### src/rtl/radar_speed_frame_vehicle_stats_assert.svh
// Assertion macros for the radar speed statistics block.
`ifndef RADAR_SPEED_FRAME_VEHICLE_STATS_ASSERT_SVH
`define RADAR_SPEED_FRAME_VEHICLE_STATS_ASSERT_SVH
`ifndef SYNTHESIS
`define RSFVS_ASSERT_NEXT(lbl, clk, rstn, ante, cons) \
    lbl: assert property (@(posedge clk) disable iff (!rstn) (ante) |=> (cons)) \
        else $error("assertion failed");
`define RSFVS_ASSERT_NOW(lbl, clk, rstn, ante, cons) \
    lbl: assert property (@(posedge clk) disable iff (!rstn) (ante) |-> (cons)) \
        else $error("assertion failed");
`else
`define RSFVS_ASSERT_NEXT(lbl, clk, rstn, ante, cons)
`define RSFVS_ASSERT_NOW(lbl, clk, rstn, ante, cons)
`endif
`endif

### src/rtl/rsfvs_pkg.sv
package rsfvs_pkg;
    localparam int LINE_CHARS_MAX_DEF = 15;
    localparam int COUNT_BITS_DEF     = 24;
    localparam int LINE_MIN           = 7;
    localparam int OUT_COUNT_W        = 24;

    localparam logic [7:0] CH_V     = 8'h56;
    localparam logic [7:0] CH_PLUS  = 8'h2B;
    localparam logic [7:0] CH_MINUS = 8'h2D;
    localparam logic [7:0] CH_LF    = 8'h0A;
    localparam logic [7:0] CH_CR    = 8'h0D;
    localparam logic [7:0] CH_SPACE = 8'h20;
    localparam logic [7:0] CH_TAB   = 8'h09;
    localparam logic [7:0] CH_DOT   = 8'h2E;
    localparam logic [7:0] CH_ZERO  = 8'h30;
    localparam logic [7:0] CH_NINE  = 8'h39;

    localparam logic [1:0] CMD_BYTE  = 2'd0;
    localparam logic [1:0] CMD_TICK  = 2'd1;
    localparam logic [1:0] CMD_CLEAR = 2'd2;

    localparam logic [1:0] KIND_READING = 2'd0;
    localparam logic [1:0] KIND_LOST    = 2'd1;
    localparam logic [1:0] KIND_RESET   = 2'd2;

    localparam logic [1:0] REG_MIN     = 2'd0;
    localparam logic [1:0] REG_MAX     = 2'd1;
    localparam logic [1:0] REG_GAP     = 2'd2;
    localparam logic [1:0] REG_TIMEOUT = 2'd3;

    typedef enum logic [2:0] {
        PH_HEADER, PH_SIGN, PH_PRE, PH_INT, PH_DOT_EMPTY, PH_DOT_INT, PH_DONE
    } phase_t;

    typedef enum logic [3:0] {
        ST_IDLE  = 4'b0001,
        ST_EXEC  = 4'b0010,
        ST_START = 4'b0100,
        ST_DIV   = 4'b1000
    } state_t;

    typedef struct packed {
        logic load;
        logic exec;
        logic div_start;
        logic out_load;
    } ctrl_cmd_t;

    typedef struct packed {
        logic has_result;
        logic div_busy;
        logic out_free;
    } ctrl_stat_t;
endpackage

### src/rtl/rsfvs_div.sv
module rsfvs_div import rsfvs_pkg::*; #(
    parameter int COUNT_BITS = COUNT_BITS_DEF
) (
    input  logic                    clk,
    input  logic                    rst_n,
    input  logic                    start,
    input  logic [COUNT_BITS+15:0]  dividend,
    input  logic [COUNT_BITS-1:0]   divisor,
    output logic                    busy,
    output logic [15:0]             quotient
);
    localparam int SUM_BITS = COUNT_BITS + 16;
    localparam int CNT_W    = $clog2(SUM_BITS + 1);

    logic                  busy_reg, busy_next;
    logic                  zero_reg, zero_next;
    logic [CNT_W-1:0]      cnt_reg, cnt_next;
    logic [COUNT_BITS:0]   rem_reg, rem_next;
    logic [SUM_BITS-1:0]   quo_reg, quo_next;
    logic [COUNT_BITS-1:0] dvs_reg, dvs_next;
    logic [COUNT_BITS:0]   shifted;
    logic                  ge;

    assign shifted = {rem_reg[COUNT_BITS-1:0], quo_reg[SUM_BITS-1]};
    assign ge      = shifted >= {1'b0, dvs_reg};

    always_comb
    begin
        busy_next = busy_reg;
        zero_next = zero_reg;
        cnt_next  = cnt_reg;
        rem_next  = rem_reg;
        quo_next  = quo_reg;
        dvs_next  = dvs_reg;
        if (start)
        begin
            busy_next = 1'b1;
            zero_next = (divisor == '0);
            cnt_next  = CNT_W'(SUM_BITS);
            rem_next  = '0;
            quo_next  = dividend;
            dvs_next  = divisor;
        end
        else if (busy_reg)
        begin
            rem_next = ge ? (shifted - {1'b0, dvs_reg}) : shifted;
            quo_next = {quo_reg[SUM_BITS-2:0], ge};
            cnt_next = cnt_reg - 1'b1;
            if (cnt_reg == CNT_W'(1))
                busy_next = 1'b0;
        end
    end

    always_ff @(posedge clk or negedge rst_n)
    begin
        if (!rst_n)
        begin
            busy_reg <= 1'b0;
            cnt_reg  <= '0;
        end
        else
        begin
            busy_reg <= busy_next;
            cnt_reg  <= cnt_next;
        end
    end

    always_ff @(posedge clk)
    begin
        zero_reg <= zero_next;
        rem_reg  <= rem_next;
        quo_reg  <= quo_next;
        dvs_reg  <= dvs_next;
    end

    assign busy     = busy_reg;
    assign quotient = zero_reg ? 16'd0 : quo_reg[15:0];
endmodule

### src/rtl/rsfvs_ctrl.sv
module rsfvs_ctrl import rsfvs_pkg::*; (
    input  logic       clk,
    input  logic       rst_n,
    input  logic       in_valid,
    output logic       in_ready,
    input  ctrl_stat_t stat,
    output ctrl_cmd_t  cmd
);
    state_t state_reg, state_next;

    always_comb
    begin
        state_next = state_reg;
        cmd        = '0;
        in_ready   = 1'b0;
        unique case (state_reg)
            ST_IDLE:
            begin
                in_ready = 1'b1;
                if (in_valid)
                begin
                    cmd.load   = 1'b1;
                    state_next = ST_EXEC;
                end
            end
            ST_EXEC:
            begin
                cmd.exec   = 1'b1;
                state_next = stat.has_result ? ST_START : ST_IDLE;
            end
            ST_START:
            begin
                cmd.div_start = 1'b1;
                state_next    = ST_DIV;
            end
            ST_DIV:
            begin
                if (!stat.div_busy && stat.out_free)
                begin
                    cmd.out_load = 1'b1;
                    state_next   = ST_IDLE;
                end
            end
            default: state_next = ST_IDLE;
        endcase
    end

    always_ff @(posedge clk or negedge rst_n)
    begin
        if (!rst_n)
            state_reg <= ST_IDLE;
        else
            state_reg <= state_next;
    end
endmodule

### src/rtl/rsfvs_dp.sv
module rsfvs_dp import rsfvs_pkg::*; #(
    parameter int LINE_CHARS_MAX = LINE_CHARS_MAX_DEF,
    parameter int COUNT_BITS     = COUNT_BITS_DEF
) (
    input  logic         clk,
    input  logic         rst_n,
    input  ctrl_cmd_t    cmd,
    output ctrl_stat_t   stat,
    input  logic [1:0]   in_command,
    input  logic [7:0]   in_byte,
    input  logic [15:0]  min_speed,
    input  logic [15:0]  max_speed,
    input  logic [15:0]  gap_ms,
    input  logic [15:0]  timeout_ms,
    output logic         out_valid,
    input  logic         out_ready,
    output logic [127:0] out_data,
    output logic [1:0]   out_kind
);
    localparam int LEN_W    = $clog2(LINE_CHARS_MAX + 1);
    localparam int SUM_BITS = COUNT_BITS + 16;
    localparam logic [COUNT_BITS-1:0] COUNT_MAX = '1;

    // pending word
    logic [1:0]  cmd_reg;
    logic [7:0]  byte_reg;

    // line parser
    logic [LEN_W-1:0] len_reg, len_next;
    phase_t           phase_reg, phase_next;
    logic             bad_reg, bad_next;
    logic             dir_reg, dir_next;
    logic [15:0]      acc_reg, acc_next;

    // timing and vehicle tracking
    logic [31:0] now_reg, now_next;
    logic        det_reg, det_next;
    logic [31:0] last_det_reg, last_det_next;
    logic        seen_reg, seen_next;
    logic [31:0] last_veh_reg, last_veh_next;
    logic        pdir_reg, pdir_next;
    logic [15:0] pspd_reg, pspd_next;

    // statistics
    logic [COUNT_BITS-1:0] tot_reg, tot_next;
    logic [COUNT_BITS-1:0] tow_reg, tow_next;
    logic [COUNT_BITS-1:0] away_reg, away_next;
    logic [SUM_BITS-1:0]   sum_reg, sum_next;
    logic [15:0]           top_reg, top_next;

    // result snapshot
    logic [1:0]  rk_reg, rk_next;
    logic [15:0] rspd_reg, rspd_next;
    logic        rapp_reg, rapp_next;
    logic        rdet_reg, rdet_next;
    logic        rnew_reg, rnew_next;

    logic         ov_reg;
    logic [127:0] od_reg;
    logic [1:0]   ok_reg;

    logic        has_res;
    logic        digit;
    logic [3:0]  d;
    logic [20:0] mac;
    logic [16:0] add_frac;
    logic [15:0] spd_mul;
    logic [15:0] spd_add;
    logic        line_ok;
    logic        is_new;
    logic [15:0] avg;
    logic        div_busy;

    assign digit    = (byte_reg >= CH_ZERO) && (byte_reg <= CH_NINE);
    assign d        = digit ? 4'(byte_reg - CH_ZERO) : 4'd0;
    assign mac      = 21'(acc_reg) * 21'd10 + 21'(d) * 21'd10;
    assign spd_mul  = (mac > 21'hFFFF) ? 16'hFFFF : mac[15:0];
    assign add_frac = 17'(acc_reg) + 17'(d);
    assign spd_add  = add_frac[16] ? 16'hFFFF : add_frac[15:0];
    assign line_ok  = !bad_reg && (len_reg >= LEN_W'(LINE_MIN)) &&
                      (phase_reg == PH_INT || phase_reg == PH_DOT_INT || phase_reg == PH_DONE);
    assign is_new   = !seen_reg || ((now_reg - last_veh_reg) > 32'(gap_ms)) ||
                      (dir_reg != pdir_reg);

    always_comb
    begin
        len_next      = len_reg;
        phase_next    = phase_reg;
        bad_next      = bad_reg;
        dir_next      = dir_reg;
        acc_next      = acc_reg;
        now_next      = now_reg;
        det_next      = det_reg;
        last_det_next = last_det_reg;
        seen_next     = seen_reg;
        last_veh_next = last_veh_reg;
        pdir_next     = pdir_reg;
        pspd_next     = pspd_reg;
        tot_next      = tot_reg;
        tow_next      = tow_reg;
        away_next     = away_reg;
        sum_next      = sum_reg;
        top_next      = top_reg;
        rk_next       = rk_reg;
        rspd_next     = 16'd0;
        rapp_next     = 1'b0;
        rdet_next     = 1'b0;
        rnew_next     = 1'b0;
        has_res       = 1'b0;

        unique case (cmd_reg)
            CMD_BYTE:
            begin
                if (byte_reg == CH_LF)
                begin
                    len_next   = '0;
                    phase_next = PH_HEADER;
                    bad_next   = 1'b0;
                    dir_next   = 1'b0;
                    acc_next   = '0;
                    if (line_ok && acc_reg >= min_speed && acc_reg <= max_speed)
                    begin
                        has_res = 1'b1;
                        if (is_new)
                        begin
                            if (tot_reg != COUNT_MAX)
                                sum_next = sum_reg + SUM_BITS'(acc_reg);
                            if (tot_reg != COUNT_MAX)
                                tot_next = tot_reg + 1'b1;
                            if (dir_reg && tow_reg != COUNT_MAX)
                                tow_next = tow_reg + 1'b1;
                            if (!dir_reg && away_reg != COUNT_MAX)
                                away_next = away_reg + 1'b1;
                            if (acc_reg > top_reg)
                                top_next = acc_reg;
                            last_veh_next = now_reg;
                            seen_next     = 1'b1;
                        end
                        else if (acc_reg > pspd_reg && acc_reg > top_reg)
                            top_next = acc_reg;
                        last_det_next = now_reg;
                        det_next      = 1'b1;
                        pspd_next     = acc_reg;
                        pdir_next     = dir_reg;
                        rk_next       = KIND_READING;
                        rspd_next     = acc_reg;
                        rapp_next     = dir_reg;
                        rdet_next     = 1'b1;
                        rnew_next     = is_new;
                    end
                end
                else if (byte_reg != CH_CR && len_reg < LEN_W'(LINE_CHARS_MAX))
                begin
                    len_next = len_reg + 1'b1;
                    if (!bad_reg)
                    begin
                        unique case (phase_reg)
                            PH_HEADER:
                                if (byte_reg == CH_V) phase_next = PH_SIGN;
                                else bad_next = 1'b1;
                            PH_SIGN:
                                if (byte_reg == CH_PLUS || byte_reg == CH_MINUS)
                                begin
                                    dir_next   = (byte_reg == CH_PLUS);
                                    phase_next = PH_PRE;
                                end
                                else bad_next = 1'b1;
                            PH_PRE:
                                if (byte_reg == CH_SPACE || byte_reg == CH_TAB)
                                    phase_next = PH_PRE;
                                else if (digit)
                                begin
                                    acc_next   = 16'(d) * 16'd10;
                                    phase_next = PH_INT;
                                end
                                else if (byte_reg == CH_DOT) phase_next = PH_DOT_EMPTY;
                                else bad_next = 1'b1;
                            PH_INT:
                                if (digit) acc_next = spd_mul;
                                else if (byte_reg == CH_DOT) phase_next = PH_DOT_INT;
                                else phase_next = PH_DONE;
                            PH_DOT_EMPTY:
                                if (digit)
                                begin
                                    acc_next   = spd_add;
                                    phase_next = PH_DONE;
                                end
                                else bad_next = 1'b1;
                            PH_DOT_INT:
                            begin
                                if (digit) acc_next = spd_add;
                                phase_next = PH_DONE;
                            end
                            default: phase_next = phase_reg;
                        endcase
                    end
                end
            end
            CMD_TICK:
            begin
                now_next = now_reg + 32'd1;
                if (det_reg && ((now_next - last_det_reg) > 32'(timeout_ms)))
                begin
                    has_res       = 1'b1;
                    det_next      = 1'b0;
                    last_det_next = '0;
                    rk_next       = KIND_LOST;
                end
            end
            CMD_CLEAR:
            begin
                has_res       = 1'b1;
                tot_next      = '0;
                tow_next      = '0;
                away_next     = '0;
                sum_next      = '0;
                top_next      = '0;
                seen_next     = 1'b0;
                last_veh_next = '0;
                rk_next       = KIND_RESET;
                rdet_next     = det_reg;
            end
            default: has_res = 1'b0;
        endcase
    end

    always_ff @(posedge clk or negedge rst_n)
    begin
        if (!rst_n)
        begin
            len_reg      <= '0;
            phase_reg    <= PH_HEADER;
            bad_reg      <= 1'b0;
            dir_reg      <= 1'b0;
            acc_reg      <= '0;
            now_reg      <= '0;
            det_reg      <= 1'b0;
            last_det_reg <= '0;
            seen_reg     <= 1'b0;
            last_veh_reg <= '0;
            pdir_reg     <= 1'b0;
            pspd_reg     <= '0;
            tot_reg      <= '0;
            tow_reg      <= '0;
            away_reg     <= '0;
            sum_reg      <= '0;
            top_reg      <= '0;
            ov_reg       <= 1'b0;
        end
        else
        begin
            if (cmd.exec)
            begin
                len_reg      <= len_next;
                phase_reg    <= phase_next;
                bad_reg      <= bad_next;
                dir_reg      <= dir_next;
                acc_reg      <= acc_next;
                now_reg      <= now_next;
                det_reg      <= det_next;
                last_det_reg <= last_det_next;
                seen_reg     <= seen_next;
                last_veh_reg <= last_veh_next;
                pdir_reg     <= pdir_next;
                pspd_reg     <= pspd_next;
                tot_reg      <= tot_next;
                tow_reg      <= tow_next;
                away_reg     <= away_next;
                sum_reg      <= sum_next;
                top_reg      <= top_next;
            end
            if (cmd.out_load)
                ov_reg <= 1'b1;
            else if (out_ready)
                ov_reg <= 1'b0;
        end
    end

    always_ff @(posedge clk)
    begin
        if (cmd.load)
        begin
            cmd_reg  <= in_command;
            byte_reg <= in_byte;
        end
        if (cmd.exec)
        begin
            rk_reg   <= rk_next;
            rspd_reg <= rspd_next;
            rapp_reg <= rapp_next;
            rdet_reg <= rdet_next;
            rnew_reg <= rnew_next;
        end
        if (cmd.out_load)
        begin
            ok_reg <= rk_reg;
            od_reg <= {5'd0, top_reg, avg,
                       OUT_COUNT_W'(away_reg), OUT_COUNT_W'(tow_reg), OUT_COUNT_W'(tot_reg),
                       rnew_reg, rdet_reg, rapp_reg, rspd_reg};
        end
    end

    rsfvs_div #(.COUNT_BITS(COUNT_BITS)) u_div (
        .clk      (clk),
        .rst_n    (rst_n),
        .start    (cmd.div_start),
        .dividend (sum_reg),
        .divisor  (tot_reg),
        .busy     (div_busy),
        .quotient (avg)
    );

    assign stat.has_result = has_res;
    assign stat.div_busy   = div_busy;
    assign stat.out_free   = !ov_reg || out_ready;
    assign out_valid       = ov_reg;
    assign out_data        = od_reg;
    assign out_kind        = ok_reg;
endmodule

### src/rtl/radar_speed_frame_vehicle_stats.sv
// Sequence: an accepted word is loaded and executed; a word that yields no result ends there;
//   one with a result starts the bit-serial divider and is shown once the quotient is done.
// One word at a time: a result waits for a free output register before a new word is taken.
// Reset: rst_n async active low; clears parser, timers, statistics and config to defaults.
// No clearing pass: the block takes words right after reset.
`include "radar_speed_frame_vehicle_stats_assert.svh"
module radar_speed_frame_vehicle_stats import rsfvs_pkg::*; #(
    parameter int LINE_CHARS_MAX = LINE_CHARS_MAX_DEF,
    parameter int COUNT_BITS     = COUNT_BITS_DEF
) (
    input  logic         clk,
    input  logic         rst_n,
    input  logic         s_tvalid,
    output logic         s_tready,
    input  logic [7:0]   s_tdata,  // [7:0] byte_value
    input  logic [1:0]   s_tuser,  // [1:0] command
    output logic         m_tvalid,
    input  logic         m_tready,
    // [15:0] speed_tenths, [16] approaching, [17] detected, [18] new_vehicle,
    // [42:19] vehicle_count, [66:43] approaching_count, [90:67] leaving_count,
    // [106:91] average_tenths, [122:107] max_tenths, rest zero
    output logic [127:0] m_tdata,
    output logic [1:0]   m_tuser,  // [1:0] kind
    input  logic         psel,
    input  logic         penable,
    input  logic         pwrite,
    input  logic [3:0]   paddr,
    input  logic [31:0]  pwdata,
    output logic [31:0]  prdata,
    output logic         pready
);
    // threshold, gap and timeout registers
    logic [15:0] min_reg, max_reg, gap_reg, tmo_reg;
    logic        wr_en;
    ctrl_cmd_t   ctrl_cmd;
    ctrl_stat_t  ctrl_stat;

    assign pready = 1'b1;
    assign wr_en  = psel && penable && pwrite && pready;

    always_ff @(posedge clk or negedge rst_n)
    begin
        if (!rst_n)
        begin
            min_reg <= 16'd50;
            max_reg <= 16'd2500;
            gap_reg <= 16'd2000;
            tmo_reg <= 16'd1000;
        end
        else if (wr_en)
        begin
            unique case (paddr[3:2])
                REG_MIN:     min_reg <= pwdata[15:0];
                REG_MAX:     max_reg <= pwdata[15:0];
                REG_GAP:     gap_reg <= pwdata[15:0];
                REG_TIMEOUT: tmo_reg <= pwdata[15:0];
                default:     min_reg <= min_reg;
            endcase
        end
    end

    always_comb
    begin
        unique case (paddr[3:2])
            REG_MIN:     prdata = {16'd0, min_reg};
            REG_MAX:     prdata = {16'd0, max_reg};
            REG_GAP:     prdata = {16'd0, gap_reg};
            REG_TIMEOUT: prdata = {16'd0, tmo_reg};
            default:     prdata = '0;
        endcase
    end

    // sequencer: load, execute, start divide, wait and hand to output register
    rsfvs_ctrl u_ctrl (
        .clk      (clk),
        .rst_n    (rst_n),
        .in_valid (s_tvalid),
        .in_ready (s_tready),
        .stat     (ctrl_stat),
        .cmd      (ctrl_cmd)
    );

    // parser, vehicle tracker, statistics, divider and output register
    rsfvs_dp #(
        .LINE_CHARS_MAX (LINE_CHARS_MAX),
        .COUNT_BITS     (COUNT_BITS)
    ) u_dp (
        .clk        (clk),
        .rst_n      (rst_n),
        .cmd        (ctrl_cmd),
        .stat       (ctrl_stat),
        .in_command (s_tuser),
        .in_byte    (s_tdata),
        .min_speed  (min_reg),
        .max_speed  (max_reg),
        .gap_ms     (gap_reg),
        .timeout_ms (tmo_reg),
        .out_valid  (m_tvalid),
        .out_ready  (m_tready),
        .out_data   (m_tdata),
        .out_kind   (m_tuser)
    );

    // one word in flight: no accept right after an accept
    `RSFVS_ASSERT_NEXT(a_one_word, clk, rst_n, s_tvalid && s_tready, !s_tready)
    // output register loads only with a finished quotient
    `RSFVS_ASSERT_NOW(a_div_done, clk, rst_n, ctrl_cmd.out_load, !ctrl_stat.div_busy)
    // a detection-cleared word carries no speed and no detection
    `RSFVS_ASSERT_NOW(a_lost_clear, clk, rst_n, m_tvalid && m_tuser == KIND_LOST,
        m_tdata[17] == 1'b0 && m_tdata[15:0] == 16'd0)
endmodule

### config.mk
export PLATFORM = sky130hd
export DESIGN_NAME = radar_speed_frame_vehicle_stats
export DESIGN_NICKNAME = d
export VERILOG_FILES = /design/src/rtl/rsfvs_pkg.sv /design/src/rtl/rsfvs_div.sv /design/src/rtl/rsfvs_ctrl.sv /design/src/rtl/rsfvs_dp.sv /design/src/rtl/radar_speed_frame_vehicle_stats.sv
export VERILOG_INCLUDE_DIRS = /design/src /design/src/rtl
export SDC_FILE = /design/constraint.sdc
export NUM_CORES = 1
export LEC_CHECK = 0
export BUFFER_PORTS_ARGS = -buffer_cell sky130_fd_sc_hd__buf_2
export CORE_MARGIN = 3
export CORE_UTILIZATION = 45
export CTS_BUF_LIST = sky130_fd_sc_hd__clkbuf_8
export CTS_CLUSTER_DIAMETER = 150
export CTS_CLUSTER_SIZE = 8
export DETAILED_ROUTE_END_ITERATION = 8
export SYNTH_ARGS = -nofsm -noshare
export SYNTH_HDL_FRONTEND = slang
export SYNTH_SLANG_ARGS = --single-unit
### constraint.sdc
create_clock -name clk -period 10.6 [get_ports clk]
set_clock_uncertainty 0.05 [all_clocks]
set_input_delay 2.65 -clock clk [delete_from_list [all_inputs] [get_ports clk]]
set_output_delay 2.65 -clock clk [all_outputs]
set_load 0.03 [all_outputs]
==> impl_metrics.env <==
export IMPL_grt_max_degree=140
export IMPL_vias=27100
export IMPL_placed_cells=4685
export IMPL_ctsHoldBuffers=0
export IMPL_cts_resized_gates=0
export IMPL_grt_util_all_layers_pct=22.5
export IMPL_syn2layout_area_growth_pct=9.36
export IMPL_route_detailed_drc=0
export IMPL_rrSetupSlack_ps=3240
export IMPL_tightestPinTransition_ps=1150
export IMPL_ant_nets=0
export IMPL_postSynthCellCount=3601
export IMPL_vias_per_cell=5.61
export IMPL_dpl_cell_area_um2=36700
export IMPL_cts_root_buf="clkbuf_8"
export IMPL_clk_pin_slew_ps=70
export IMPL_grt_pass1_wl_um=146000
export IMPL_p_sw_mw=2.11
export IMPL_p_leak_nw=17.3
export IMPL_fin_hold_ws_ps=372
export IMPL_critPathRequiredTime_ps=11140
export IMPL_ys_ff_latch=589
export IMPL_io_buffers=177
export IMPL_regArea_um2=15800
export IMPL_clk_path_buf_depth=3
export IMPL_setup_tns_ps=0
export IMPL_fmax_ghz=0.136
export IMPL_synth_distinct_cells=103
export IMPL_timing_final_crit_period_ps=7360
export IMPL_synth_avg_cell_area_um2=9.68
export IMPL_arrival_ps=7900
export IMPL_status="completed"
export IMPL_setup_worst_path_end_class="flip-flop"
export IMPL_pre_cts_slack_ps=3360
export IMPL_setup_viol_count_final=0
export IMPL_gp_congestion=0.877
export IMPL_core_um2=76300
export IMPL_slew_violations=0
export IMPL_power_density_nw_per_um2=161
export IMPL_worstSkewPairLatency_ps=690
export IMPL_grt_overflow_total=0
export IMPL_grt_pass1_vias=25400
export IMPL_synth_top_flop_cell="dfrtp_1"
export IMPL_slowest_stage="o21ai_4"
export IMPL_relSlewSlack_pct=23.0
export IMPL_critPathMaxStageDelay_ps=860
export IMPL_largest_reg_flops=123
export IMPL_die_w_um=284
export IMPL_fin_crit_sh_pct=69.4
export IMPL_first_pass_iters=5
export IMPL_utilization_pct=50.0
export IMPL_initial_core_util_pct=45.7
export IMPL_swShare_pct=34.2
export IMPL_htreeDepth=3
export IMPL_netlist_area_um2=34900
export IMPL_layout_drive_gt1_share_pct=12.2
export IMPL_seq_area_frac_synth_pct=45.2
export IMPL_rsz0062_at_grt="no"
export IMPL_combPwrFrac_pct=28.2
export IMPL_dpl_hpwl_um=66100
export IMPL_numCtsBuffers=83
export IMPL_cap_viol_max_count=0
export IMPL_fillers=7257
export IMPL_cts_tree="done"
export IMPL_worstPathMaxFanout=32
export IMPL_ir_drop_mv=0.0995
export IMPL_finalWorstSetupSlack_ps=3240
export IMPL_die_area_um2=80800
export IMPL_antenna_found_initial=7
export IMPL_io_pins=218
export IMPL_finalHoldViolCount=0
export IMPL_holdCritPathClass="flip-flop to flip-flop"
export IMPL_drt_wirelength_per_cell_um=19.2
export IMPL_cts_sinks=589
export IMPL_pwr_share_seq_pct=45.1
export IMPL_ys_warn_count=0
export IMPL_design_area_um2=38100
export IMPL_internal_power_mw=4.05
export IMPL_layout_cells_non_filler=4833
export IMPL_start_kind="flip-flop"
export IMPL_worst_path_buf_inv=0
export IMPL_multi_input_area_um2=17500
export IMPL_core_rowCount=101
export IMPL_layout_nets=4043
export IMPL_path_cells="ha_1 > nand3_1 > nor3_1 > xor2_1 > ha_1 > o21ai_0 > nor2_1 > o41a_1 > a2111oi_4 > nor2_1 > and2_1 > o21a_1 > nor2_1 > xnor2_1 > ha_1 > nand4_1 > nor4_1 > o2111ai_1 > nor4_1 > nand4_1 > a2111oi_1 > a41oi_1 > o21ai_4 > a22o_1"
export IMPL_clkPwrFrac_pct=26.7
export IMPL_drt_first_iter_violations=2092
export IMPL_postRouteWirelength_um=92900
export IMPL_synth_edf_count=221
export IMPL_cts_setup_buffers=0
export IMPL_async_flop_share_pct=58.4
export IMPL_power_mw=6.16
export IMPL_die_h_um=284
export IMPL_worstSetupPathType="flip-flop to flip-flop"
export IMPL_path_delay_family="compound AO/OA/AOI/OAI gates"
-- logic make-up after synthesis --
family / synth area share [%]
compound gates: 16.1
xor+xnor: 4.60
fa+ha+maj: 9.22
buf+inv: 5.16
flops: 45.2
mux: 3.17
other cells: 0.0215
simple gates: 16.6
-- per-layer routing --
metal / vias to the layer above / wire, um / track usage, %
li1: 13200 / - / -
met1: 13100 / 43800 / 32.5
met2: 641 / 41700 / 35.3
met3: 131 / 4930 / 3.66
met4: 0 / 2430 / 6.26
met5: - / 0 / 0
-- cell usage in the layout (no fill, tap or decap), drive strengths merged, types with 51 or more instances in the layout --
master	instances
inv	313
nor2	203
a21o	56
clkbuf	85
nand2	443
ha	244
xor2	74
nor3	57
edfxtp	221
dfrtp	323
o21ai	227
nand3	96
a22o	51
nand4	61
xnor2	109
and3	65
buf	219
a21oi	237
-- worst reg2reg max path, cell delays in order (launching register included) --
cell and delay (ps):
dfrtp_1 480, ha_1 270, nand3_1 220, nor3_1 540, xor2_1 140, ha_1 340, o21ai_0 120, nor2_1 110
o41a_1 370, a2111oi_4 480, nor2_1 100, and2_1 180, o21a_1 170, nor2_1 110, xnor2_1 90, ha_1 290
nand4_1 150, nor4_1 390, o2111ai_1 160, nor4_1 400, nand4_1 150, a2111oi_1 600, a41oi_1 260, o21ai_4 860
a22o_1 260
-- cell usage after synthesis, types with 25 or more instances --
cell      count  area, um^2
a21oi_1     236        1180
nor2b_1      43         269
a21o_1       55         413
nor3_1       57         285
and3_1       63         394
nand3_1      96         480
nor2_1      203         762
xor2_1       74         648
a22o_1       51         447
and2_1       25         156
buf_2        26         130
o21a_1       40         300
inv_1       252         946
clkbuf_1    119         447
o31ai_1      47         353
nand2_1     443        1660
or2_2        38         238
a211oi_1     31         233
edfxtp_1    221        6640
o21ai_0     222        1110
buf_4        30         225
mux2i_1      30         300
dfrtp_1     323        8080
nand4_1      61         382
xnor2_1     109         955
ha_1        244        3050
or4_1        37         278
mux2_2       38         428
-- final timing paths --
check | from | end | cells past startpoint
max | u_dp.now_reg[1] | u_dp.last_det_reg[9] | 24
min reg2reg | u_dp.rspd_reg[13] | u_dp.out_data[13] | 0
min | u_dp.rspd_reg[13] | u_dp.out_data[13] | 0
min in group asynchronous | rst_n | u_dp.top_reg[12] | 1
max reg2reg | u_dp.now_reg[1] | u_dp.last_det_reg[9] | 24
max in group asynchronous | rst_n | u_dp.now_reg[19] | 2
-- area by class of cell --
type	instances	area share, %
Multi-Input combinational cell	2594	45.8
Clock inverter	62	0.715
Tap cell	1030	3.38
Timing Repair Buffer	219	3.21
Clock buffer	85	3.07
Antenna cell	1	0.00656
Inverter	253	2.49
Sequential cell	589	41.3
-- power groups by stage --
stage,clock network (mW),logic [mW],registers (mW)
2_1_floorplan,0,1.27,2.77
6_report,1.64,1.73,2.78
3_5_place_dp,0,1.72,2.82
4_1_cts,1.70,1.74,2.78
5_1_grt,1.79,1.94,2.81
3_3_place_gp,0,1.71,2.82
No activity file was read; power rests on OpenSTA's default activity.
